$ cat config.mk
export PLATFORM = sky130hd
export DESIGN_NAME = power_mode_sequencer_core
export DESIGN_NICKNAME = d
export VERILOG_FILES = /design/src/sv/pms_pkg.sv /design/src/sv/pms_cfg_regs.sv /design/src/sv/pms_decide.sv /design/src/sv/power_mode_sequencer_core.sv
export SDC_FILE = /design/constraint.sdc
export NUM_CORES = 1
export LEC_CHECK = 0
export ABC_AREA = 1
export BUFFER_PORTS_ARGS = -buffer_cell sky130_fd_sc_hd__buf_2
export CORE_ASPECT_RATIO = 1.75
export CORE_MARGIN = 3
export CORE_UTILIZATION = 35
export DETAILED_ROUTE_END_ITERATION = 8
export PLACE_DENSITY = 0.51
export SETUP_SLACK_MARGIN = 0.05
export SLEW_MARGIN = 20
export SYNTH_ARGS = -nofsm -noshare
export SYNTH_HDL_FRONTEND = slang
export SYNTH_HIERARCHICAL = 1
export SYNTH_SLANG_ARGS = --single-unit
$ cat constraint.sdc
create_clock -name i_clk -period 2.92 [get_ports i_clk]
set_clock_uncertainty 0.2 [all_clocks]
set_input_delay 0.584 -clock i_clk [delete_from_list [all_inputs] [get_ports i_clk]]
set_output_delay 0.584 -clock i_clk [all_outputs]
set_load 0.02 [all_outputs]
$ cat src/sv/pms_pkg.sv
package pms_pkg;

    // Operating mode codes, as reported on the mode output
    typedef enum logic [3:0] {
        MODE_PREFLIGHT = 4'd0,
        MODE_LAUNCH    = 4'd1,
        MODE_KILL      = 4'd2,
        MODE_RESTART   = 4'd3,
        MODE_EMERGENCY = 4'd4,
        MODE_DET_POST  = 4'd5,
        MODE_DET_PRE   = 4'd6,
        MODE_UPLINK    = 4'd7,
        MODE_TRANSMIT  = 4'd8,
        MODE_IDLE      = 4'd9,
        MODE_LOW       = 4'd10,
        MODE_EXTREME   = 4'd11
    } t_mode;

    // Rail group switch actions
    typedef enum logic [1:0] {
        ACT_NONE  = 2'd0,
        ACT_ON    = 2'd1,
        ACT_OFF   = 2'd2,
        ACT_CYCLE = 2'd3
    } t_act;

    // Configuration register indexes
    localparam logic [2:0] CFG_KILL_CODE       = 3'd0;
    localparam logic [2:0] CFG_RESTART_CODE    = 3'd1;
    localparam logic [2:0] CFG_LAUNCH_STATUS   = 3'd2;
    localparam logic [2:0] CFG_RATE_LIMIT      = 3'd3;
    localparam logic [2:0] CFG_NORMAL_THRESH   = 3'd4;
    localparam logic [2:0] CFG_LOW_FLOOR       = 3'd5;
    localparam logic [2:0] CFG_LOW_EXIT        = 3'd6;
    localparam logic [2:0] CFG_EXTREME_EXIT    = 3'd7;

    // Status byte codes
    localparam logic [7:0]  EMERGENCY_REQ   = 8'h11;
    localparam logic [7:0]  DEPLOYED        = 8'hA0;
    localparam logic [7:0]  IMAGE_UPLINK    = 8'hFF;
    localparam logic [7:0]  LAUNCH_MASK     = 8'hC0;
    localparam logic [11:0] THRESHOLD_RESET = 12'h00A;
    localparam logic [7:0]  REPORT_SAME     = 8'h58; // 'X'

    // Register reset values
    localparam logic [7:0]  RST_KILL_CODE     = 8'd0;
    localparam logic [7:0]  RST_RESTART_CODE  = 8'd1;
    localparam logic [7:0]  RST_LAUNCH_STATUS = 8'd0;
    localparam logic [7:0]  RST_RATE_LIMIT    = 8'd128;
    localparam logic [11:0] RST_NORMAL_THRESH = 12'd3300;
    localparam logic [11:0] RST_LOW_FLOOR     = 12'd3000;
    localparam logic [11:0] RST_LOW_EXIT      = 12'd3500;
    localparam logic [11:0] RST_EXTREME_EXIT  = 12'd4000;

    typedef struct packed {
        logic [7:0]  kill_code;
        logic [7:0]  restart_code;
        logic [7:0]  launch_status;
        logic [7:0]  rate_limit;
        logic [11:0] normal_threshold;
        logic [11:0] low_floor;
        logic [11:0] low_exit_threshold;
        logic [11:0] extreme_exit_threshold;
    } t_cfg;

    typedef struct packed {
        logic        remove_before_flight;
        logic [7:0]  cmd_byte;
        logic [7:0]  emergency_code;
        logic [11:0] battery_voltage;
        logic [7:0]  angular_rate;
        logic [7:0]  deploy_status;
        logic [7:0]  image_status;
        logic [7:0]  sat_position;
        logic [7:0]  region_bound;
    } t_sample;

    typedef struct packed {
        t_mode      mode;
        logic       mode_changed;
        logic [7:0] report_byte;
        t_act       main_rails_action;
        t_act       aux_rails_action;
        logic       halted;
    } t_result;

    // ASCII report letter for a newly entered mode
    function automatic logic [7:0] report_char(input t_mode m);
        logic [7:0] c;
        case (m)
            MODE_PREFLIGHT: c = 8'h41; // A
            MODE_LAUNCH:    c = 8'h42; // B
            MODE_KILL:      c = 8'h4B; // K
            MODE_RESTART:   c = 8'h4A; // J
            MODE_EMERGENCY: c = 8'h50; // P
            MODE_DET_POST:  c = 8'h44; // D
            MODE_DET_PRE:   c = 8'h43; // C
            MODE_UPLINK:    c = 8'h47; // G
            MODE_TRANSMIT:  c = 8'h46; // F
            MODE_IDLE:      c = 8'h45; // E
            MODE_LOW:       c = 8'h48; // H
            MODE_EXTREME:   c = 8'h49; // I
            default:        c = REPORT_SAME;
        endcase
        return c;
    endfunction

endpackage

$ cat src/sv/pms_cfg_regs.sv
module pms_cfg_regs
    import pms_pkg::*;
(
    input  logic        i_clk,
    input  logic        i_rst_n,
    input  logic        i_cfg_wen,
    input  logic [2:0]  i_cfg_addr,
    input  logic [11:0] i_cfg_wdata,
    output t_cfg        o_cfg
);

    t_cfg r_cfg;

    // Register file, one write per cycle
    always_ff @(posedge i_clk) begin
        if (!i_rst_n) begin
            r_cfg.kill_code              <= RST_KILL_CODE;
            r_cfg.restart_code           <= RST_RESTART_CODE;
            r_cfg.launch_status          <= RST_LAUNCH_STATUS;
            r_cfg.rate_limit             <= RST_RATE_LIMIT;
            r_cfg.normal_threshold       <= RST_NORMAL_THRESH;
            r_cfg.low_floor              <= RST_LOW_FLOOR;
            r_cfg.low_exit_threshold     <= RST_LOW_EXIT;
            r_cfg.extreme_exit_threshold <= RST_EXTREME_EXIT;
        end else if (i_cfg_wen) begin
            case (i_cfg_addr)
                CFG_KILL_CODE:     r_cfg.kill_code              <= i_cfg_wdata[7:0];
                CFG_RESTART_CODE:  r_cfg.restart_code           <= i_cfg_wdata[7:0];
                CFG_LAUNCH_STATUS: r_cfg.launch_status          <= i_cfg_wdata[7:0];
                CFG_RATE_LIMIT:    r_cfg.rate_limit             <= i_cfg_wdata[7:0];
                CFG_NORMAL_THRESH: r_cfg.normal_threshold       <= i_cfg_wdata;
                CFG_LOW_FLOOR:     r_cfg.low_floor              <= i_cfg_wdata;
                CFG_LOW_EXIT:      r_cfg.low_exit_threshold     <= i_cfg_wdata;
                CFG_EXTREME_EXIT:  r_cfg.extreme_exit_threshold <= i_cfg_wdata;
                default: ;
            endcase
        end
    end

    assign o_cfg = r_cfg;

endmodule

$ cat src/sv/pms_decide.sv
module pms_decide
    import pms_pkg::*;
(
    input  logic    i_clk,
    input  logic    i_rst_n,
    input  logic    i_advance,
    input  t_sample i_sample,
    input  t_cfg    i_cfg,
    output t_result o_result
);

    t_mode       r_mode;
    logic [11:0] r_thresh;
    logic        r_killed;

    t_mode       n_mode;
    logic [11:0] n_thresh;
    logic        n_killed;
    t_result     res;

    // Priority mode choice and rail actions for one item
    always_comb begin
        n_thresh = r_thresh;
        n_killed = r_killed;
        res      = '{mode: r_mode, mode_changed: 1'b0, report_byte: REPORT_SAME,
                     main_rails_action: ACT_NONE, aux_rails_action: ACT_NONE,
                     halted: r_killed};

        if (i_sample.remove_before_flight) begin
            n_mode = MODE_PREFLIGHT;
        end else if ((i_cfg.launch_status & LAUNCH_MASK) != 8'h00) begin
            n_mode = MODE_LAUNCH;
        end else if (i_sample.cmd_byte == i_cfg.kill_code) begin
            n_mode = MODE_KILL;
        end else if (i_sample.cmd_byte == i_cfg.restart_code) begin
            n_mode = MODE_RESTART;
        end else if (i_sample.emergency_code == EMERGENCY_REQ) begin
            n_mode = MODE_EMERGENCY;
        end else if (i_sample.battery_voltage > r_thresh) begin
            n_thresh = i_cfg.normal_threshold;
            if (i_sample.angular_rate > i_cfg.rate_limit) begin
                n_mode = (i_sample.deploy_status == DEPLOYED) ? MODE_DET_POST : MODE_DET_PRE;
            end else if (i_sample.sat_position > i_sample.region_bound) begin
                n_mode = (i_sample.image_status == IMAGE_UPLINK) ? MODE_UPLINK : MODE_TRANSMIT;
            end else begin
                n_mode = MODE_IDLE;
            end
        end else if (r_mode == MODE_EXTREME) begin
            n_mode   = MODE_EXTREME;
            n_thresh = i_cfg.extreme_exit_threshold;
        end else if (i_sample.battery_voltage > i_cfg.low_floor) begin
            n_mode   = MODE_LOW;
            n_thresh = i_cfg.low_exit_threshold;
        end else begin
            n_mode   = MODE_EXTREME;
            n_thresh = i_cfg.extreme_exit_threshold;
        end

        res.mode = n_mode;
        if (n_mode != r_mode) begin
            res.mode_changed = 1'b1;
            res.report_byte  = report_char(n_mode);
            case (n_mode)
                MODE_IDLE, MODE_TRANSMIT, MODE_UPLINK: begin
                    if (r_mode == MODE_EXTREME) begin
                        res.main_rails_action = ACT_ON;
                        res.aux_rails_action  = ACT_ON;
                    end else if (r_mode == MODE_LOW) begin
                        res.main_rails_action = ACT_ON;
                    end
                end
                MODE_LOW: begin
                    res.main_rails_action = ACT_OFF;
                end
                MODE_EXTREME, MODE_KILL: begin
                    res.main_rails_action = ACT_OFF;
                    res.aux_rails_action  = ACT_OFF;
                end
                MODE_RESTART: begin
                    res.main_rails_action = ACT_CYCLE;
                    res.aux_rails_action  = ACT_CYCLE;
                end
                default: ;
            endcase
            if (n_mode == MODE_KILL) begin
                n_killed   = 1'b1;
                res.halted = 1'b1;
            end
        end

        // Once halted, inputs are ignored and the state is frozen
        if (r_killed) begin
            n_mode   = r_mode;
            n_thresh = r_thresh;
            res      = '{mode: MODE_KILL, mode_changed: 1'b0, report_byte: REPORT_SAME,
                         main_rails_action: ACT_NONE, aux_rails_action: ACT_NONE,
                         halted: 1'b1};
        end
    end

    // Mode, hysteresis threshold and kill latch advance once per item
    always_ff @(posedge i_clk) begin
        if (!i_rst_n) begin
            r_mode   <= MODE_PREFLIGHT;
            r_thresh <= THRESHOLD_RESET;
            r_killed <= 1'b0;
        end else if (i_advance) begin
            r_mode   <= n_mode;
            r_thresh <= n_thresh;
            r_killed <= n_killed;
        end
    end

    assign o_result = res;

endmodule

$ cat src/sv/power_mode_sequencer_core.sv
// Power mode sequencer.
// Input channel (i_valid / o_ready) carries one status sample per item; the
// output channel (o_valid / i_ready) returns exactly one result item per
// sample: new mode, change flag, ASCII report byte, two rail group actions
// and the halted flag. Configuration registers are written through
// i_cfg_wen / i_cfg_addr / i_cfg_wdata and take effect on the next item.
// An item is first held in the input register, then the mode decision logic
// loads the result register and o_valid rises.
// Throughput is one item per cycle while the receiver does not stall; the mode
// and threshold registers are updated in the same cycle the item moves into
// the result register.
// If the receiver stalls, the result register holds and the input register
// keeps one more item; o_ready drops only when both are full.
// Reset (synchronous, active low) empties both stages, restores register
// defaults, sets preflight mode, a threshold of 10 and clears the kill latch.
// After kill mode is entered every item reports kill, unchanged, until reset.
module power_mode_sequencer_core
    import pms_pkg::*;
(
    input  logic        i_clk,
    input  logic        i_rst_n,
    // configuration
    input  logic        i_cfg_wen,
    input  logic [2:0]  i_cfg_addr,
    input  logic [11:0] i_cfg_wdata,
    // sample input
    input  logic        i_valid,
    output logic        o_ready,
    input  logic        i_remove_before_flight,
    input  logic [7:0]  i_cmd_byte,
    input  logic [7:0]  i_emergency_code,
    input  logic [11:0] i_battery_voltage,
    input  logic [7:0]  i_angular_rate,
    input  logic [7:0]  i_deploy_status,
    input  logic [7:0]  i_image_status,
    input  logic [7:0]  i_sat_position,
    input  logic [7:0]  i_region_bound,
    // result output
    output logic        o_valid,
    input  logic        i_ready,
    output logic [3:0]  o_mode,
    output logic        o_mode_changed,
    output logic [7:0]  o_report_byte,
    output logic [1:0]  o_main_rails_action,
    output logic [1:0]  o_aux_rails_action,
    output logic        o_halted
);

    t_cfg    cfg;
    t_result result;
    t_sample r_sample;
    t_result r_result;
    logic    r_in_vld;
    logic    r_out_vld;
    logic    advance;

    pms_cfg_regs u_cfg (
        .i_clk       (i_clk),
        .i_rst_n     (i_rst_n),
        .i_cfg_wen   (i_cfg_wen),
        .i_cfg_addr  (i_cfg_addr),
        .i_cfg_wdata (i_cfg_wdata),
        .o_cfg       (cfg)
    );

    pms_decide u_decide (
        .i_clk     (i_clk),
        .i_rst_n   (i_rst_n),
        .i_advance (advance),
        .i_sample  (r_sample),
        .i_cfg     (cfg),
        .o_result  (result)
    );

    // Item moves from input register to result register
    assign advance = r_in_vld && (!r_out_vld || i_ready);
    assign o_ready = !r_in_vld || advance;

    // Input register
    always_ff @(posedge i_clk) begin
        if (!i_rst_n) begin
            r_in_vld <= 1'b0;
        end else if (o_ready) begin
            r_in_vld <= i_valid;
        end
    end

    always_ff @(posedge i_clk) begin
        if (i_valid && o_ready) begin
            r_sample <= '{remove_before_flight: i_remove_before_flight,
                          cmd_byte: i_cmd_byte,
                          emergency_code: i_emergency_code,
                          battery_voltage: i_battery_voltage,
                          angular_rate: i_angular_rate,
                          deploy_status: i_deploy_status,
                          image_status: i_image_status,
                          sat_position: i_sat_position,
                          region_bound: i_region_bound};
        end
    end

    // Result register
    always_ff @(posedge i_clk) begin
        if (!i_rst_n) begin
            r_out_vld <= 1'b0;
        end else if (advance) begin
            r_out_vld <= 1'b1;
        end else if (i_ready) begin
            r_out_vld <= 1'b0;
        end
    end

    always_ff @(posedge i_clk) begin
        if (advance) begin
            r_result <= result;
        end
    end

    assign o_valid             = r_out_vld;
    assign o_mode              = r_result.mode;
    assign o_mode_changed      = r_result.mode_changed;
    assign o_report_byte       = r_result.report_byte;
    assign o_main_rails_action = r_result.main_rails_action;
    assign o_aux_rails_action  = r_result.aux_rails_action;
    assign o_halted            = r_result.halted;

endmodule

# Yosys cells after proc, flatten, opt, wreduce, memory -nomap -nowiden
# Memory sizes are Yosys's and may differ from the RTL's.
# Cells that the tools add are included.
# W data, S select, Z words.
[classes] magnitude_cmp=4 n_eq_ne=22 mux=24 n_bitwise=7 n_reduce_logical=24
[ops] cell="$mux W4" count=10
[ops] cell="$mux W12" count=3
[ops] cell="$eq A4 B4 Y1 const B" count=6
[ops] cell="$gt A12 B12 Y1" count=2
[ops] cell="$reduce_and A2 Y1" count=9
[ops] cell="$eq A8 B8 Y1" count=2
[ops] cell="$eq A8 B8 Y1 const B" count=2
[ops] cell="$gt A8 B8 Y1" count=2
[ops] cell="$mux W14" count=1
[ops] cell="$eq A3 B3 Y1 const B" count=4
[ops] cell="$pmux W2 S3" count=2
[ops] cell="$eq A4 B2 Y1 const B" count=2
[ops] cell="$eq A8 B5 Y1 const B" count=1
[ops] cell="$reduce_bool A8 Y1" count=1
[ops] cell="$mux W1" count=7
[ops] cell="$not A1 Y1" count=7
[ops] cell="$reduce_and A7 Y1" count=1
[ops] cell="$eq A3 B2 Y1 const B" count=2
[ops] cell="$reduce_or A3 Y1" count=2
[ops] cell="$eq A4 B3 Y1 const B" count=1
[ops] cell="$ne A4 B4 Y1" count=1
[ops] cell="$reduce_or A2 Y1" count=2
[ops] cell="$eq A3 B1 Y1 const B" count=1
[ops] cell="$logic_not A3 Y1" count=1
[ops] cell="other kinds (6)" count=9
[totals] output_inout_bits=20 n_memories=1 mem_bits_ro=80 reg_bits=186 input_bits=89 wordCells=110
[mem_list] name="(no name shown)" depth=16 width=5 rd=1 rd_clocked_by_memory_dff=0 write_ports=0 line_no="pms_pkg.sv:90" source="case (m)"

# Longest topological paths before layout
[logic_depth] word_depth=14 ltp_mapped=23 ltp_nobuf=23

# Modules after synthesis
# Netlist, hierarchy kept.
[by_module_without_submodules] mod="pms_cfg_regs" seq_area_each_um2=1601.5 area_each_um2=3056.7 n_inst=1 cells_each=431
[by_module_without_submodules] mod="power_mode_sequencer_core" seq_area_each_um2=2652.5 area_each_um2=2707.6 n_inst=1 cells_each=100
[by_module_without_submodules] mod="pms_decide" seq_area_each_um2=340.3 area_each_um2=2683.8 n_inst=1 cells_each=437

# Least setup slack after synthesis
# No wires, ideal clock.
[synth_path] kind="input-to-reg" from="input port i_ready" to="register r_sample[0] (netlist name), enable pin" setup_time_ns=0.423 path_buffers=0 required_time_ns=2.297 slack_ns=0.111 path_stages=4 arrival_time_ns=2.185 path_cell_list="inv_1 > nand3_2 > nand2_1 > inv_1"
[synth_between] elab_chain_cells=4
[synth_lines] item="start: declaration" line_no="power_mode_sequencer_core.sv:40" source="input logic i_ready,"
[synth_lines] item="$logic_or A1 B1 Y1" line_no="power_mode_sequencer_core.sv:76" source="assign advance = r_in_vld && (!r_out_vld || i_ready);"
[synth_lines] item="$logic_and A1 B1 Y1" line_no="power_mode_sequencer_core.sv:76"
[synth_lines] item="$logic_or A1 B1 Y1" line_no="power_mode_sequencer_core.sv:77" source="assign o_ready = !r_in_vld || advance;"
[synth_lines] item="named net o_ready" line_no="power_mode_sequencer_core.sv:28" source="output logic o_ready,"
[synth_lines] item="$logic_and A1 B1 Y1" line_no="power_mode_sequencer_core.sv:89" source="if (i_valid && o_ready) begin"
[synth_lines] item="end signal: assignment" line_no="power_mode_sequencer_core.sv:90" source="r_sample <= '{remove_before_flight: i_remove_before_flight,"
[synth_lines] item="end: declaration" line_no="power_mode_sequencer_core.sv:51" source="t_sample r_sample;"
# The timed path passes the listed nets, and every way through them passes these cells.
# A chain may end at the register's enable or synchronous reset.

# Final worst setup path
[layout_path] from="register r_sample[51] (netlist name)" to="register r_result, in the netlist o_aux_rails_action[1], data pin"
[layout_between] elab_chain_cells=12 word_cells_on_any_way=22 cone_classes="order compare: 2; eq/ne: 7; mux: 9; bitwise: 1; reduce/logical: 3"
[layout_lines] item="$gt A12 B12 Y1" line_no="pms_decide.sv:51" source="end else if (i_sample.battery_voltage > i_cfg.low_floor) begin"
[layout_lines] item="$mux W1" line_no="pms_decide.sv:51"
[layout_lines] item="$mux W4" line_no="pms_decide.sv:48" source="end else if (r_mode == MODE_EXTREME) begin"
[layout_lines] item="$mux W4 *" line_no="pms_decide.sv:39" source="end else if (i_sample.battery_voltage > r_thresh) begin"
[layout_lines] item="$mux W4 *" line_no="pms_decide.sv:37" source="end else if (i_sample.emergency_code == EMERGENCY_REQ) begin"
[layout_lines] item="$mux W4 *" line_no="pms_decide.sv:35" source="end else if (i_sample.cmd_byte == i_cfg.restart_code) begin"
[layout_lines] item="$mux W4 *" line_no="pms_decide.sv:33" source="end else if (i_sample.cmd_byte == i_cfg.kill_code) begin"
[layout_lines] item="$mux W4 *" line_no="pms_decide.sv:31" source="end else if ((i_cfg.launch_status & LAUNCH_MASK) != 8'h00) begin"
[layout_lines] item="$mux W4 *" line_no="pms_decide.sv:29" source="if (i_sample.remove_before_flight) begin"
[layout_lines] item="$eq A4 B4 Y1 (tied with other cells)" line_no="pms_decide.sv:63" source="case (n_mode)"
[layout_lines] item="$reduce_or A3 Y1 (tied with other cells)" line_no="pms_decide.sv:63"
[layout_lines] item="$pmux W2 S3 / $reduce_or A2 Y1 (equally long branches)"
[layout_lines] item="end signal: assignment" line_no="power_mode_sequencer_core.sv:115" source="r_result <= result;"
[layout_lines] item="end: declaration" line_no="power_mode_sequencer_core.sv:52" source="t_result r_result;"
# Every way passes the cells marked *; elsewhere a longest branch is shown, timed or not.

==> metrics.md <==
| Metric | Value |
|---|---|
| Internal power | 4.54 mW |
| Area Overhead vs Synth | 23.0% |
| Worst Hold Path EP | r_sample[67] |
| Kind of critical path | reg2reg |
| Routed len/inst | approximately 15 µm |
| Syn Std Cell Area | 8230 µm² |
| Reg2reg end | o_aux_rails_action[1] |
| R2R Path Start | r_sample[51] |
| Combinational fraction of design power | approximately 14% |
| Detailed Place HPWL | 15,100 µm |
| TritonCTS clock tree | done |
| Starting Density | 35.9% |
| Largest net degree at the start of global routing | 50 |
| Core ar. | 22,900 µm² |
| Sequential power share | 46.7% |
| Status | finished, final reports clean |
| Worst Setup SP | r_sample[51] |
| Hold Violations, Final | 0 |
| Antenna violations before repair | 3 |
| Leakage | 4.58 nW |
| Dpl ws | 0.102 ns |
| Total Power | ~6.1 mW |
| DRT Pass-1 Iters | 5 |
| Die area | 25,500 µm² |
| Crit end category | flop |
| CP Data Arrival Time | 2.72 ns |
| Worst setup margin | around 0.18 ns |
| Number of port buffers | 108 |
| Ratio of cells with drive above 1 in the final layout | between 20% and 30% |
| Number of top-level pins | 109 |
| WHS | 0.117 ns |
| NetSw | roughly 1.6 mW |
| Reg clk slew, reported paths | ~0.07 ns |
| CTS Buffer Depth | 2 |
| Max Fclk | 366 MHz |
| Startpoint Class | flop |
| Total congestion overflow | 0 |
| Slew at the pin closest to its max-slew limit | about 0.69 ns |
| Die H | 209 µm |
| Overall routed net length | slightly above 20,000 µm |
| Vias | 6,475 |
| Vias in the first global route | 6,362 |
| Clock share of power | around two fifths |
| Reg area | roughly 4500 µm² |
| R2R depth | 16 |
| Worst-Skew Late Latency | 0.44 ns |
| Gpl congestion | around 0.81 |
| Number of clock sinks | 180 |
| Maxcap violations | 0 |
| Fin nets | 1,202 |
| Initial DRC Count | 343 |
| Sw frac | 25.4% |
| Die width | 122 µm |
| Hold path start | i_cmd_byte[7] |
| Fin crit period | 2.74 ns |
| Row cnt | 73 |
| Multi-input logic area | 3380 µm² |
| PD cells | 602 nW/µm² |
| Final-report setup violation count | 0 |
| Synth warn | 6 |
| All-Layer GR Usage | 16.3% |
| Setup TNS | 0 ns |
| Root buffer cell | clkbuf_16 |
| First-pass GRT wire length | roughly 32,000 µm |
| Total CTS buffers | 17 |
| Mean post-synth cell area | roughly 8.8 µm² |
| Pins Over Slew Limit | 0 |
| Period utilization | 93.7% |
| Hold Path Cell Cnt | 1 |
| CTS HTree Levels | 4 |
| Unrepaired setup endpoints after global routing | true |
| Crit-path max FO | 8 |
| VDD IR max | just over 400 µV |
| Rel. slew slack | 53.6% |
| Syn Inst Count | 938 |
| R2r setup slk | 0.18 ns |
| Min-delay worst type | in2reg |
| Routed Antenna Nets | 0 |
| Worst Path Required | between 2 and 3 ns |
| DRC | 0 |
| Fillcell total | 2,317 |
| Vias per cell | 4.67 |
sequential cells by signal, indices dropped and copies added, names as in the netlist, 2 cells and up:
register	cells
u_cfg/o_cfg	74
r_sample	69
u_decide/r_thresh	12
o_main_rails_action	2
o_report_byte	8
o_mode	4
o_aux_rails_action	2
u_decide/r_mode	4
worst max path at each step:
stage / to / slack (ns) / cells after the start
finish: o_aux_rails_action[1] / 0.18 / 16
detailed placement: o_aux_rails_action[1] / 0.10 / 16
global placement: o_report_byte[3] / 0.11 / 18
CTS: o_aux_rails_action[1] / 0.09 / 16
floorplan: r_sample[0] / 0.11 / 4
global route: o_report_byte[0] / 0.02 / 16
through the flow:
stage	util (%)	cells	cell area, µm²
after floorplan	-	939	8230
after global placement	40.1	1339	9190
after detailed placement	40.1	1339	9190
after CTS	42.7	1371	9800
after global routing	44.1	1387	10100
final	44.1	1387	10100
final cells by class:
class	instances	share of cell area, %
Antenna cell	1	0.0247
Inverter	108	4.14
Clock inverter	15	1.82
Multi-Input combinational cell	621	33.4
Timing Repair Buffer	145	8.49
Clock buffer	17	4.20
Sequential cell	180	44.2
Tap cell	300	3.71
power groups by stage:
stage,Sequential [mW],Clock [mW],Combinational (mW)
2_1_floorplan,2.91,0,0.465
3_3_place_gp,2.90,0,0.734
3_5_place_dp,2.90,0,0.740
4_1_cts,2.84,2.47,0.742
5_1_grt,2.86,2.56,0.951
6_report,2.84,2.41,0.839
cell usage in the layout, fill, tap and decap left out, types with 5 or more instances in the layout:
cell type and n:
buf_4 33, a31oi_1 9, edfxtp_1 87, ha_1 37
nand4_1 9, o211ai_1 14, clkbuf_16 17, o21ai_0 17
buf_2 108, a21oi_1 23, nand3_1 85, nand2_4 9
nor2_1 130, inv_1 102, dfxtp_1 93, nand2_2 12
nor2_2 5, or2_2 9, nand2_1 206
timing repair:
| action | in CTS | in global routing |
|---|---|---|
| endpoints found under the hold margin | 0 | 0 |
| setup buffers | 0 | 15 |
| gates resized for setup | 0 | 44 |
| endpoints found under the setup margin | 0 | 12 |
| hold buffers | 0 | 0 |
worst max-delay path: stages (launching register included):
cell      delay [ns]
edfxtp_1        0.48
ha_4            0.32
nand4_1         0.15
nor2_2          0.20
nand4_1         0.16
nand2_4         0.15
inv_8           0.06
nand2_4         0.05
nand2_2         0.05
nand2_2         0.05
nand2_2         0.06
nand2_4         0.12
nand2_8         0.08
nand2_4         0.09
nand3_4         0.10
nand2_4         0.11
a21oi_1         0.05
metal layers:
layer  part of all wire [%]  vias up  global-route usage, %
met5                   0.10        -                      0
met2                     55      102                   30.4
met4                    1.9        4                   6.27
li1                       -     3325                      -
met1                     39     3017                   17.8
met3                    3.8       27                   3.30
No activity file was read; power rests on OpenSTA's default activity.
